`src/rtl/ppmf_pkg.sv`:
```
// Shared types, constants and lookup functions for the packed palette mask filter.
// No dependencies; every other file in rtl/ refers to this package by scoped names.

package ppmf_pkg;

    // Geometry of the stores
    localparam int SECTIONS      = 16;
    localparam int STORAGE_WORDS = 2048;
    localparam int MASK_WORDS    = 4;
    localparam int LOCAL_BITS    = 12;

    localparam int WORD_W     = 64;
    localparam int CAND_W     = 32;
    localparam int POS_W      = 32;
    localparam int PAL_W      = 32;
    localparam int EBITS_W    = 6;
    localparam int SLEN_W     = 12;
    localparam int SIU_W      = 5;
    localparam int MWPS_W     = 3;
    localparam int CFG_DATA_W = 5;
    localparam int CFG_IDX_W  = 1;

    localparam int MAX_ELEM_BITS = 32;

    localparam int SEC_W      = $clog2(SECTIONS);
    localparam int SW_AW      = $clog2(STORAGE_WORDS);
    localparam int MW_AW      = $clog2(MASK_WORDS);
    localparam int ST_AW      = SEC_W + SW_AW;
    localparam int MK_AW      = SEC_W + MW_AW;
    localparam int SEC_FULL_W = CAND_W - LOCAL_BITS;
    localparam int BIT_SEL_W  = $clog2(WORD_W);

    // Divider: local index over elements per word (2..64)
    localparam int PW_W      = 7;
    localparam int REM_W     = 6;
    localparam int DIV_STEPS = LOCAL_BITS;
    localparam int STEP_W    = $clog2(DIV_STEPS);

    // Configuration register indexes
    localparam logic [CFG_IDX_W-1:0] CFG_SECTIONS_IN_USE = 1'b0;
    localparam logic [CFG_IDX_W-1:0] CFG_MASK_WORDS      = 1'b1;

    typedef enum logic [1:0] {
        MODE_STORAGE = 2'd0,
        MODE_MASK    = 2'd1,
        MODE_DESC    = 2'd2,
        MODE_CAND    = 2'd3
    } ppmf_mode_t;

    typedef enum logic [2:0] {
        ST_IDLE,
        ST_LOOKUP,
        ST_DIV,
        ST_STORE_WAIT,
        ST_MASK_RD,
        ST_MASK_WAIT,
        ST_DONE
    } ppmf_state_t;

    typedef struct packed {
        logic                  start;
        logic [LOCAL_BITS-1:0] dividend;
        logic [PW_W-1:0]       divisor;
    } ppmf_div_req_t;

    typedef struct packed {
        logic                  done;
        logic [LOCAL_BITS-1:0] quotient;
        logic [REM_W-1:0]      remainder;
    } ppmf_div_stat_t;

    typedef struct packed {
        logic              st_we;
        logic [ST_AW-1:0]  st_waddr;
        logic              mk_we;
        logic [MK_AW-1:0]  mk_waddr;
        logic [WORD_W-1:0] wdata;
        logic              st_re;
        logic [ST_AW-1:0]  st_raddr;
        logic              mk_re;
        logic [MK_AW-1:0]  mk_raddr;
    } ppmf_mem_req_t;

    // Elements per 64-bit word for a legal element width (1..32)
    function automatic logic [PW_W-1:0] per_word(input logic [EBITS_W-1:0] bits);
        logic [PW_W-1:0] pw;
        case (bits) inside
            6'd1:            pw = 7'd64;
            6'd2:            pw = 7'd32;
            6'd3:            pw = 7'd21;
            6'd4:            pw = 7'd16;
            6'd5:            pw = 7'd12;
            6'd6:            pw = 7'd10;
            6'd7:            pw = 7'd9;
            6'd8:            pw = 7'd8;
            6'd9:            pw = 7'd7;
            6'd10:           pw = 7'd6;
            [6'd11:6'd12]:   pw = 7'd5;
            [6'd13:6'd16]:   pw = 7'd4;
            [6'd17:6'd21]:   pw = 7'd3;
            [6'd22:6'd32]:   pw = 7'd2;
            default:         pw = 7'd0;
        endcase
        return pw;
    endfunction

endpackage

```
`src/rtl/ppmf_div.sv`:
```
// Iterative restoring divider, one quotient bit per cycle.
// Depends on ppmf_pkg (widths, request/status structs).

module ppmf_div (
    input  logic                     clk,
    input  logic                     rst_n,
    input  ppmf_pkg::ppmf_div_req_t  req,
    output ppmf_pkg::ppmf_div_stat_t stat
);

    logic                            busy_reg, busy_next;
    logic                            done_reg, done_next;
    logic [ppmf_pkg::STEP_W-1:0]     cnt_reg, cnt_next;
    logic [ppmf_pkg::LOCAL_BITS-1:0] quo_reg, quo_next;
    logic [ppmf_pkg::REM_W-1:0]      rem_reg, rem_next;
    logic [ppmf_pkg::PW_W-1:0]       dvs_reg, dvs_next;
    logic [ppmf_pkg::REM_W:0]        trial;

    always_comb
    begin
        trial     = {rem_reg, quo_reg[ppmf_pkg::LOCAL_BITS-1]};
        busy_next = busy_reg;
        done_next = 1'b0;
        cnt_next  = cnt_reg;
        quo_next  = quo_reg;
        rem_next  = rem_reg;
        dvs_next  = dvs_reg;
        if (req.start)
        begin
            busy_next = 1'b1;
            cnt_next  = '0;
            quo_next  = req.dividend;
            rem_next  = '0;
            dvs_next  = req.divisor;
        end
        else if (busy_reg)
        begin
            // remainder stays below the divisor, so trial fits 7 bits
            if (trial >= dvs_reg)
            begin
                rem_next = ppmf_pkg::REM_W'(trial - dvs_reg);
                quo_next = {quo_reg[ppmf_pkg::LOCAL_BITS-2:0], 1'b1};
            end
            else
            begin
                rem_next = trial[ppmf_pkg::REM_W-1:0];
                quo_next = {quo_reg[ppmf_pkg::LOCAL_BITS-2:0], 1'b0};
            end
            cnt_next = cnt_reg + 1'b1;
            if (cnt_reg == ppmf_pkg::STEP_W'(ppmf_pkg::DIV_STEPS - 1))
            begin
                busy_next = 1'b0;
                done_next = 1'b1;
            end
        end
    end

    always_ff @(posedge clk or negedge rst_n)
    begin
        if (!rst_n)
        begin
            busy_reg <= 1'b0;
            done_reg <= 1'b0;
            cnt_reg  <= '0;
        end
        else
        begin
            busy_reg <= busy_next;
            done_reg <= done_next;
            cnt_reg  <= cnt_next;
        end
    end

    always_ff @(posedge clk)
    begin
        quo_reg <= quo_next;
        rem_reg <= rem_next;
        dvs_reg <= dvs_next;
    end

    assign stat.done      = done_reg;
    assign stat.quotient  = quo_reg;
    assign stat.remainder = rem_reg;

endmodule

```
`config.mk`:
```
export PLATFORM = sky130hd
export DESIGN_NAME = ppmf_div
export DESIGN_NICKNAME = d
export VERILOG_FILES = /design/src/rtl/ppmf_pkg.sv /design/src/rtl/ppmf_div.sv
export SDC_FILE = /design/constraint.sdc
export NUM_CORES = 1
export LEC_CHECK = 0
export ABC_AREA = 1
export CORE_ASPECT_RATIO = 0.9
export CORE_MARGIN = 2
export CORE_UTILIZATION = 50
export CTS_CLUSTER_DIAMETER = 80
export CTS_CLUSTER_SIZE = 24
export DETAILED_ROUTE_END_ITERATION = 16
export DONT_BUFFER_PORTS = 1
export PLACE_DENSITY = 0.71
export SLEW_MARGIN = 30
export SYNTH_ARGS = -nofsm -noshare
export SYNTH_HDL_FRONTEND = slang
export SYNTH_SLANG_ARGS = --single-unit
```
`constraint.sdc`:
```
create_clock -name clk -period 2.6 [get_ports clk]
set_input_delay 0 -clock clk [delete_from_list [all_inputs] [get_ports clk]]
set_output_delay 0 -clock clk [all_outputs]
set_load 0.02 [all_outputs]
```
### Yosys cells after proc, flatten, opt, wreduce, memory -nomap -nowiden

Cells that the tools add are included.

| word-level totals | value |
|---|---|
| memory bits (writable) | 0 |
| memory bits (read-only) | 0 |
| memories kept | 0 |
| input port bits | 22 |
| latch bits | 0 |
| bits in registers | 31 |
| output and inout port bits | 19 |
| logic and storage cells | 23 |

| cells by class | value |
|---|---|
| bitwise logic cells | 0 |
| div/mod/pow operators | 0 |
| add/subtract/negate cells | 2 |
| eq/ne operators | 1 |
| shift operators | 0 |
| reduce and logical (&&, ||, !) cells | 1 |
| multiply operators | 0 |
| magnitude comparators | 1 |
| mux-type cells | 12 |

Operators with widths:

| operator | number |
|---|---|
| 2-to-1 mux 12 bit | 2 |
| 2-to-1 mux 4 bit | 2 |
| >= comparator 7 bit | 1 |
| 2-to-1 mux 1 bit | 7 |
| 2-to-1 mux 6 bit | 1 |
| subtractor 6 bit | 1 |
| adder 4 x 1 -> 4 bit (second input constant) | 1 |
| equality test 4 bit (second input constant) | 1 |
| nonzero test 2 bit | 1 |

### Logic depth before layout (Yosys ltp)

Gate-level depths: netlist of the first run.

| depth | value |
|---|---|
| depth after elaboration | 4 |
| mapped depth | 10 |
| mapped depth without buffers | 10 |

### Least setup slack after synthesis of the first run

OpenSTA, ideal clock, no wires.

| timing | value |
|---|---|
| path kind | reg-to-reg |
| start | reg quo_reg[11] in the netlist's numbering |
| end | reg rem_reg[4] in the netlist's numbering |
| path buffers | 0 |
| arrival time | 1.561 ns |
| setup slack | 0.926 ns |
| stages on the path, launching flop included | 9 |
| path through | edfxtp_1 -> inv_1 -> ha_1 -> fa_1 -> nand3b_1 -> nand4_1 -> nand3_2 -> nand3_1 -> nand2_1 |

| on the way | value |
|---|---|
| cells in the longest elaborated chain, start to end | 2 |
| elaborated cells on any way between the ends | 3 |

RTL lines:

| what | RTL line | text |
|---|---|---|
| start, declared | ppmf_div.sv:14 | `logic [ppmf_pkg::LOCAL_BITS-1:0] quo_reg, quo_next;` |
| start signal, assigned | ppmf_div.sv:76 | `quo_reg <= quo_next;` |
| subtractor 6 bit or >= comparator 7 bit (tied branches) | ppmf_div.sv:41, ppmf_div.sv:39 |  |
| 2-to-1 mux 6 bit (*) | ppmf_div.sv:39 | `if (trial >= dvs_reg)` |
| end signal, assigned | ppmf_div.sv:77 | `rem_reg <= rem_next;` |
| end, declared | ppmf_div.sv:15 | `logic [ppmf_pkg::REM_W-1:0] rem_reg, rem_next;` |

Every way passes the cells marked *; elsewhere a longest branch is shown, timed or not.
A chain may end at the register's enable or synchronous reset.

### Worst setup path in the final report of the first run

| timing | value |
|---|---|
| start | in req[19] in the netlist's numbering |
| end | reg quo_reg[0] in the netlist's numbering, enable pin |

| on the way | value |
|---|---|
| cells in the longest elaborated chain, start to end | 1 |

RTL lines:

| what | RTL line | text |
|---|---|---|
| start, declared | ppmf_div.sv:7 | `input ppmf_pkg::ppmf_div_req_t req,` |
| nonzero test 2 bit (no line) | -- |  |

No other way between the ends.

==> results of run 1 <==
-- placed cells by master, fill, tap and decap left out, drive strengths merged --
| master | count |
|---|---|
| a21oi | 3 |
| clkbuf | 5 |
| clkinv | 1 |
| clkinvlp | 2 |
| dfrtp | 6 |
| dfxtp | 6 |
| dlygate4sd3 | 21 |
| edfxtp | 19 |
| fa | 1 |
| ha | 9 |
| inv | 28 |
| nand2 | 76 |
| nand3 | 14 |
| nand3b | 1 |
| nand4 | 8 |
| nor2 | 8 |
| nor3 | 2 |
| o21a | 1 |
| o21ai | 2 |
| or2 | 1 |
| xor2 | 2 |
-- timing repair --
| item | 4_1_cts | 5_1_grt |
|---|---|---|
| setup endpoints to repair | 0 | 0 |
| hold endpoints to repair | 41 | 0 |
| hold buffers | 21 | 0 |
-- kinds of logic after synthesis --
group / share of synthesized area, %
flip-flops: 50.19
AO/OA/AOI/OAI: 2.614
buffers and inverters: 7.543
adder cells (fa/ha/maj): 7.917
AND/OR/NAND/NOR: 30.69
XOR/XNOR: 1.046
-- final cells by class --
type / count / area, um2 / area share (%)
timing repair buffer: 21 / 210.2 / 10.48
multi-input combinational: 128 / 708.2 / 35.31
tap: 42 / 52.55 / 2.620
inverter: 28 / 105.1 / 5.240
clock inverter: 3 / 20.02 / 0.9981
clock buffer: 5 / 68.82 / 3.431
sequential: 31 / 840.8 / 41.92
-- routing by layer --
layer | track usage [%] | vias up | part of all wire, %
met2 | 38.73 | 38 | 51
met1 | 22.47 | 616 | 42
met3 | 7.075 | 6 | 5.4
li1 | - | 658 | -
met5 | 0 | - | 0
met4 | 6.250 | 0 | 1.3
-- power groups by stage --
stage	logic, mW	registers [mW]	clock network [mW]
after floorplan	0.327	0.696	0
after global placement	0.375	0.714	0
after detailed placement	0.390	0.714	0
after CTS	0.422	0.705	0.377
after global routing	0.484	0.713	0.392
final	0.426	0.704	0.368
-- through the flow --
step	power [mW]	cell area (um2)	cells	setup slack, ns
2_1_floorplan	1.023	1675	191	0.9257
3_3_place_gp	1.089	1707	229	0.8094
3_5_place_dp	1.104	1707	229	0.7661
4_1_cts	1.505	2006	258	0.5779
5_1_grt	1.589	2006	258	0.4372
6_report	1.499	2006	258	0.5791
-- critical path: stages --
cell           delay [ns]
dlygate4sd3_1        1.14
nor2_1               0.33
inv_1                0.47
-- worst min-delay path by stage --
stage	endpoint	from	cells past startpoint
2_1_floorplan	busy_reg$_DFF_PN0_	rst_n	0
3_3_place_gp	cnt_reg[2]$_DFFE_PN0P_	rst_n	0
3_5_place_dp	cnt_reg[2]$_DFFE_PN0P_	rst_n	0
4_1_cts	cnt_reg[0]$_DFFE_PN0P_	rst_n	1
5_1_grt	cnt_reg[0]$_DFFE_PN0P_	rst_n	1
6_report	cnt_reg[0]$_DFFE_PN0P_	rst_n	1
==> flow_metrics.tcl, run 1 <==
set metrics [dict create \
    p_switching_mw 0.5570 \
    fin_hold_ws_ns 0.03530 \
    final_core_utilization_pct 64.40 \
    p_comb_share_pct 28.4 \
    pin_count 41 \
    grt_max_degree 24 \
    synth_top_cells_by_count "nand2_1, inv_1, edfxtp_1" \
    cts_setup_buffers 0 \
    ys.flop_type "edfxtp_1" \
    worstRegToRegCells 6 \
    clk_path_buf_depth 2 \
    htree_levels 2 \
    startpoint_type "input port" \
    criticalPathCategory "input port to flop" \
    path_max_fanout 23 \
    synth_area_leader_cell "edfxtp_1" \
    peakVddDrop_uv 475.3 \
    clkTransAtPathRegs_ns 0.07 \
    routed_wl_um 3574 \
    avgSynthCellArea_um2 8.772 \
    finalSetupViolations 0 \
    worstMarginPinSlew_ns 0.9217 \
    rsz0062_at_grt "no" \
    p_leak_nw 0.9639 \
    place.detailed.hpwl_um 2399 \
    synth_area_leaders "edfxtp_1, nand2_1, dfrtp_1" \
    first_pass_iters 4 \
    synthToLayoutAreaGrowth_pct 19.72 \
    fmax_mhz 494.8 \
    cts_buffers 5 \
    place_congestion 0.8541 \
    r2r-start "rem_reg[1]$_SDFFE_PP0P_" \
    async_reset_ff_share_pct 19.35 \
    fin_tns_setup_ns 0 \
    drive_gt1_share_pct 8.796 \
    pwr-share-clk_pct 24.6 \
    start_util_pct 53.80 \
    via_count 1318 \
    p_sw_share_pct 37.17 \
    synth-edff-count 19 \
    portBuffers 0 \
    wire_per_inst_um 13.85 \
    hp-class "input port to asynchronous set/reset pin" \
    slew_headroom_pct 38.35 \
    seq_power_share_pct 47.0 \
    antenna_cells 0 \
    core_mm2 0.003114 \
    cts_tree "built" \
    finalHoldViolCount 0 \
    syn_area_mm2 0.001675 \
    drt-initial-drc-count 41 \
    die_area_mm2 0.003830 \
    die_w_um 65.02 \
    viasPerCell 5.109 \
    synth_seq_cells 31 \
    finalMaxSlewViolations 0 \
    r2r-end "quo_reg[0]$_DFFE_PP_" \
    fin_crit_ns 2.021 \
    clk_latency_ns 0.28 \
    clkSinkCount 31 \
    rows 19 \
    antenna_found_initial 0 \
    grt_overflow 0 \
    yosys_warnings 0 \
    synth_top_cell_area_share_pct 34.06 \
    cts_resized 0 \
    crit_path_end_kind "flop" \
    critical_path_required_ns 2.53 \
    seq_area_frac_synth_pct 50.19 \
    grt_pass1_wl_um 5920 \
    synthCells 191 \
    synth_cell_type_count 28 \
    cp_data_arrival_time_ns 1.95 \
    synth_nets 223 \
    postRouteAntennaNets 0 \
    grt_usage_pct 20.78 \
    fillers 252 \
    endpoint "quo_reg[0]$_DFFE_PP_" \
    layout.nets 247 \
    critPathLaunch "req[19]" \
    internal_power_mw 0.9416 \
    synth_most_common_cell "nand2_1" \
    cts_root_buf "clkbuf_8" \
    grt_pass1_vias 1373 \
    status "finished clean" \
    largest_register_ffs 12 \
    cap_violations 0 \
    drc 0 \
    die_h_um 58.92 \
    finalClockSkew_ns 0.004904 \
    finalCritPeriodShare_pct 77.73 \
    p_per_area_mw_per_mm2 747.2 \
    regToRegSetupSlack_ns 0.76 \
]
Note: power is estimated with default switching activity, not from simulation.
==> run 2, diff against run 1 <==
Clock period 2.6 ns to 1.95 ns, I/O delays scaled along.
==> run 2 against run 1 <==
Hold slack worse by 0.0010 ns. Register-to-register slack worse by 0.58 ns. Largest power group unchanged. Combinational power up 65%. Clock power up 31%. Via count up 3.0%. Worst setup slack worse by 0.40 ns. Cell count up 3.1%. Global-route usage up 1.0 points. Flip-flop and latch count unchanged.
==> flow_metrics.tcl, run 2 (synthesis results as in run 1) <==
set metrics [dict create \
    status "finished clean" \
    fillers 237 \
    htree_levels 2 \
    start_util_pct 53.80 \
    fin_cells 266 \
    pin_count 41 \
    largest_register_ffs 12 \
    cts_buffers 5 \
    wire_per_inst_um 13.51 \
    grt_overflow 0 \
    fin_crit_ns 1.773 \
    finalClockSkew_ns 0.002768 \
    antenna_cells 0 \
    endpoint "quo_reg[0]$_DFFE_PP_" \
    viasPerCell 5.102 \
    clkSinkCount 31 \
    r2r-start "dvs_reg[5]$_DFFE_PP_" \
    grt_usage_pct 21.80 \
    p_per_area_mw_per_mm2 993.5 \
    drt-initial-drc-count 74 \
    first_pass_iters 4 \
    fin_tns_setup_ns 0 \
    path_max_fanout 7 \
    finalMaxSlewViolations 0 \
    finalSetupViolations 0 \
    postRouteAntennaNets 0 \
    critPathLaunch "dvs_reg[5]$_DFFE_PP_" \
    hp-class "input port to asynchronous set/reset pin" \
    cts_tree "built" \
    cts_root_buf "clkbuf_8" \
    place.detailed.hpwl_um 2505 \
    grt_pass1_vias 1416 \
    drive_gt1_share_pct 11.61 \
    crit_chain "inv_1 -> ha_1 -> nand2_2 -> inv_1 -> a21oi_4 -> nand3_4 -> nand2_1 -> nand2_1" \
    drc 0 \
    r2r-end "quo_reg[0]$_DFFE_PP_" \
    rsz0062_at_grt "no" \
    mostFrequentLayoutCell "nand2_1" \
    cp_data_arrival_time_ns 1.81 \
    core_mm2 0.003114 \
    die_area_mm2 0.003830 \
    layout.nets 255 \
    worstMarginPinSlew_ns 0.8832 \
    grt_max_degree 23 \
    startpoint_type "flop" \
    clk_path_buf_depth 2 \
    routed_wl_um 3594 \
    rows 19 \
    placed_cells 237 \
    cts_resized 0 \
    criticalPathCategory "flop to flop" \
    worstRegToRegCells 8 \
    die_h_um 58.92 \
    antenna_found_initial 0 \
    peakVddDrop_uv 663.4 \
    slew_headroom_pct 40.93 \
    critical_path_required_ns 1.98 \
    cap_violations 0 \
    most-common-layout-cells "nand2_1, inv_1, dlygate4sd3_1" \
    finalHoldViolCount 0 \
    critical_path.slowest_cell "edfxtp_1" \
    clk_latency_ns 0.28 \
    regToRegSetupSlack_ns 0.18 \
    finalCritPeriodShare_pct 90.91 \
    grt_pass1_wl_um 6203 \
    die_w_um 65.02 \
    via_count 1357 \
    clkTransAtPathRegs_ns 0.06 \
    slowest_delay_ns 0.40 \
    place_congestion 0.8176 \
    crit_path_end_kind "flop" \
    fin_hold_ws_ns 0.03426 \
    synthToLayoutAreaGrowth_pct 23.08 \
    p_leak_nw 1.007 \
    fmax_mhz 564.1 \
    portBuffers 0 \
]
run 2: report_power, final:
group	switching [mW]	internal, mW
registers	0.0798	0.787
clock network	0.232	0.249
logic	0.433	0.268
run 2: area by class of cell:
type	count	area (um2)	share of cell area (%)
Clock buffer	6	72.57	3.519
Clock inverter	2	12.51	0.6068
Inverter	28	105.1	5.097
Multi-Input combinational cell	128	708.2	34.34
Sequential cell	31	840.8	40.78
Tap cell	42	52.55	2.549
Timing Repair Buffer	29	270.3	13.11
run 2: routing by layer:
| layer | vias to the layer above | GRT usage (%) | share of wire, % |
|---|---|---|---|
| met5 | - | 0 | 0 |
| met3 | 6 | 6.883 | 7.2 |
| met1 | 618 | 24.66 | 39 |
| met4 | 0 | 8.333 | 1.3 |
| li1 | 676 | - | - |
| met2 | 57 | 38.88 | 53 |
run 2: worst max-delay path, delay by kind of cell, from the launching register on:
| kind | cells | cell delay (ns) |
|---|---|---|
| AOI/OAI and AO/OA | 1 | 0.27 |
| adders and majority gates | 1 | 0.25 |
| buffers and inverters | 2 | 0.15 |
| DFF | 1 | 0.40 |
| and+or+nand+nor | 4 | 0.47 |
run 2: what timing repair did:
item,in CTS,in global routing
hold endpoints to repair,41,0
setup buffers,0,0
hold buffers,21,0
run 2: metrics by stage:
step	cell area [um2]	utilization [%]	total power, mW	worst slack, ns
5_1_grt	2062	66.21	2.183	0.07163
2_1_floorplan	1675	-	1.365	0.2757
6_report	2062	66.21	2.049	0.1773
4_1_cts	2062	66.21	2.066	0.1944
3_5_place_dp	1767	56.73	1.531	0.2078
3_3_place_gp	1767	56.73	1.504	0.2587
run 2: how the worst min path moves through the flow:
stage / to / slack, ns / depth (start not counted)
floorplan: busy_reg$_DFF_PN0_ / -0.30 / 0
global placement: cnt_reg[3]$_DFFE_PN0P_ / -0.30 / 0
detailed placement: cnt_reg[2]$_DFFE_PN0P_ / -0.30 / 0
CTS: done_reg$_DFF_PN0_ / 0.03 / 1
global route: cnt_reg[2]$_DFFE_PN0P_ / 0.05 / 1
finish: done_reg$_DFF_PN0_ / 0.03 / 1
==> run 3, diff against run 2 <==
Settings changed: PLACE_DENSITY 0.71 to 0.76.
==> run 3 against run 2 <==
Final area down 0.24%. Non-clock buffer count unchanged. Register-to-register slack better by 0.02 ns. Clock power down 4%. Via count up 2.5%. Highest routed layer unchanged. Count of clock-buffer cells in the layout unchanged. Hold slack worse by 0.00059 ns.
==> flow_metrics.tcl, run 3 (synthesis results as in run 1) <==
set metrics [dict create \
    status "finished clean" \
    cp_data_arrival_time_ns 1.79 \
    core_mm2 0.003114 \
    seq_power_share_pct 42.5 \
    die_w_um 65.02 \
    portBuffers 0 \
    place_congestion 0.9243 \
    routed_wl_um 3868 \
    antenna_cells 0 \
    drt-initial-drc-count 32 \
    largest_register_ffs 12 \
    final_core_utilization_pct 66.05 \
    wire_per_inst_um 14.54 \
    pin_count 41 \
    critical_path_required_ns 1.99 \
    via_count 1391 \
    fin_crit_ns 1.752 \
    cts_buffers 5 \
    clkTransAtPathRegs_ns 0.06 \
    htree_levels 2 \
    grt_usage_pct 22.78 \
    start_util_pct 53.80 \
    fillers 216 \
    grt_overflow 0 \
    fmax_mhz 570.8 \
    p_switching_mw 0.7516 \
    finalHoldViolCount 0 \
    peakVddDrop_uv 584.0 \
    layout.nets 255 \
    worstMarginPinSlew_ns 0.8604 \
    crit_path_end_kind "flop" \
    cts_root_buf "clkbuf_8" \
    clkSinkCount 31 \
    most-common-layout-cells "nand2_1, inv_1, dlygate4sd3_1" \
    finalClockSkew_ns 0.001902 \
    rows 19 \
    clk_path_buf_depth 2 \
    p_leak_nw 1.006 \
    internal_power_mw 1.297 \
    path_max_fanout 7 \
    drc 0 \
    grt_pass1_vias 1443 \
    die_h_um 58.92 \
    startpoint_type "flop" \
    rsz0062_at_grt "no" \
    synthToLayoutAreaGrowth_pct 22.78 \
    viasPerCell 5.229 \
    cts_resized 0 \
    worstRegToRegCells 8 \
    fin_tns_setup_ns 0 \
    criticalPathCategory "flop to flop" \
    p_per_area_mw_per_mm2 996.0 \
    mostFrequentLayoutCell "nand2_1" \
    drive_gt1_share_pct 10.71 \
    pwr-share-clk_pct 22.7 \
    r2r-start "dvs_reg[5]$_DFFE_PP_" \
    finalCritPeriodShare_pct 89.84 \
    finalMaxSlewViolations 0 \
    fin_cells 266 \
    postRouteAntennaNets 0 \
    placed_cells 237 \
    slew_headroom_pct 42.45 \
    die_area_mm2 0.003830 \
    fin_hold_ws_ns 0.03367 \
    grt_pass1_wl_um 6444 \
    finalSetupViolations 0 \
    p_comb_share_pct 34.8 \
    cts_tree "built" \
    clk_latency_ns 0.28 \
    hp-class "input port to asynchronous set/reset pin" \
    grt_max_degree 23 \
    finalPower_mw 2.049 \
    regToRegSetupSlack_ns 0.20 \
    cap_violations 0 \
    antenna_found_initial 0 \
    first_pass_iters 4 \
    r2r-end "quo_reg[0]$_DFFE_PP_" \
    place.detailed.hpwl_um 2468 \
    p_sw_share_pct 36.68 \
]
==> run 3: layout make-up <==
type / instances / area, um2 / share of cell area [%]
timing repair buffer: 29 / 270.3 / 13.14
clock inverter: 2 / 7.507 / 0.3650
sequential: 31 / 840.8 / 40.88
tap: 42 / 52.55 / 2.555
inverter: 28 / 105.1 / 5.110
clock buffer: 6 / 72.57 / 3.528
multi-input combinational: 128 / 708.2 / 34.43
==> run 3: worst max-delay path by stage <==
| stage | endpoint | startpoint |
|---|---|---|
| after global placement | quo_reg[0]$_DFFE_PP_ | dvs_reg[5]$_DFFE_PP_ |
| after CTS | quo_reg[0]$_DFFE_PP_ | dvs_reg[5]$_DFFE_PP_ |
| final | quo_reg[0]$_DFFE_PP_ | dvs_reg[5]$_DFFE_PP_ |
| after detailed placement | quo_reg[0]$_DFFE_PP_ | dvs_reg[5]$_DFFE_PP_ |
| after floorplan | rem_reg[4]$_SDFFE_PP0P_ | quo_reg[11]$_DFFE_PP_ |
| after global routing | quo_reg[0]$_DFFE_PP_ | dvs_reg[5]$_DFFE_PP_ |
==> run 3: what timing repair did <==
action / 4_1_cts / 5_1_grt
endpoints found under the hold margin: 41 / 0
setup buffers: 0 / 0
endpoints found under the setup margin: 0 / 0
hold buffers: 21 / 0
==> run 3: power groups by stage <==
stage,registers (mW),clock network (mW),logic [mW]
after CTS,0.870,0.472,0.693
after floorplan,0.928,0,0.436
after detailed placement,0.882,0,0.646
final,0.871,0.464,0.713
after global placement,0.879,0,0.620
after global routing,0.880,0.502,0.782
==> run 3: metrics by stage <==
step	setup slack (ns)	instance area [um2]
4_1_cts	0.2371	2057
2_1_floorplan	0.2757	1675
5_1_grt	0.08267	2057
3_5_place_dp	0.2389	1767
3_3_place_gp	0.2578	1767
6_report	0.1981	2057
==> run 3: worst max-delay path, cell delays in order (launching register included) <==
cell      delay [ns]
edfxtp_1        0.39
inv_1           0.07
ha_1            0.26
nand2_2         0.14
inv_1           0.09
a21oi_4         0.26
nand3_4         0.17
nand2_1         0.10
nand2_1         0.05
==> run 3: per-layer routing <==
metal / vias to the layer above / global-route usage, % / part of all wire [%]
li1: 678 / - / -
met1: 637 / 24.13 / 40
met2: 68 / 40.80 / 49
met3: 8 / 9.178 / 9.3
met4: 0 / 9.226 / 1.7
met5: - / 0 / 0
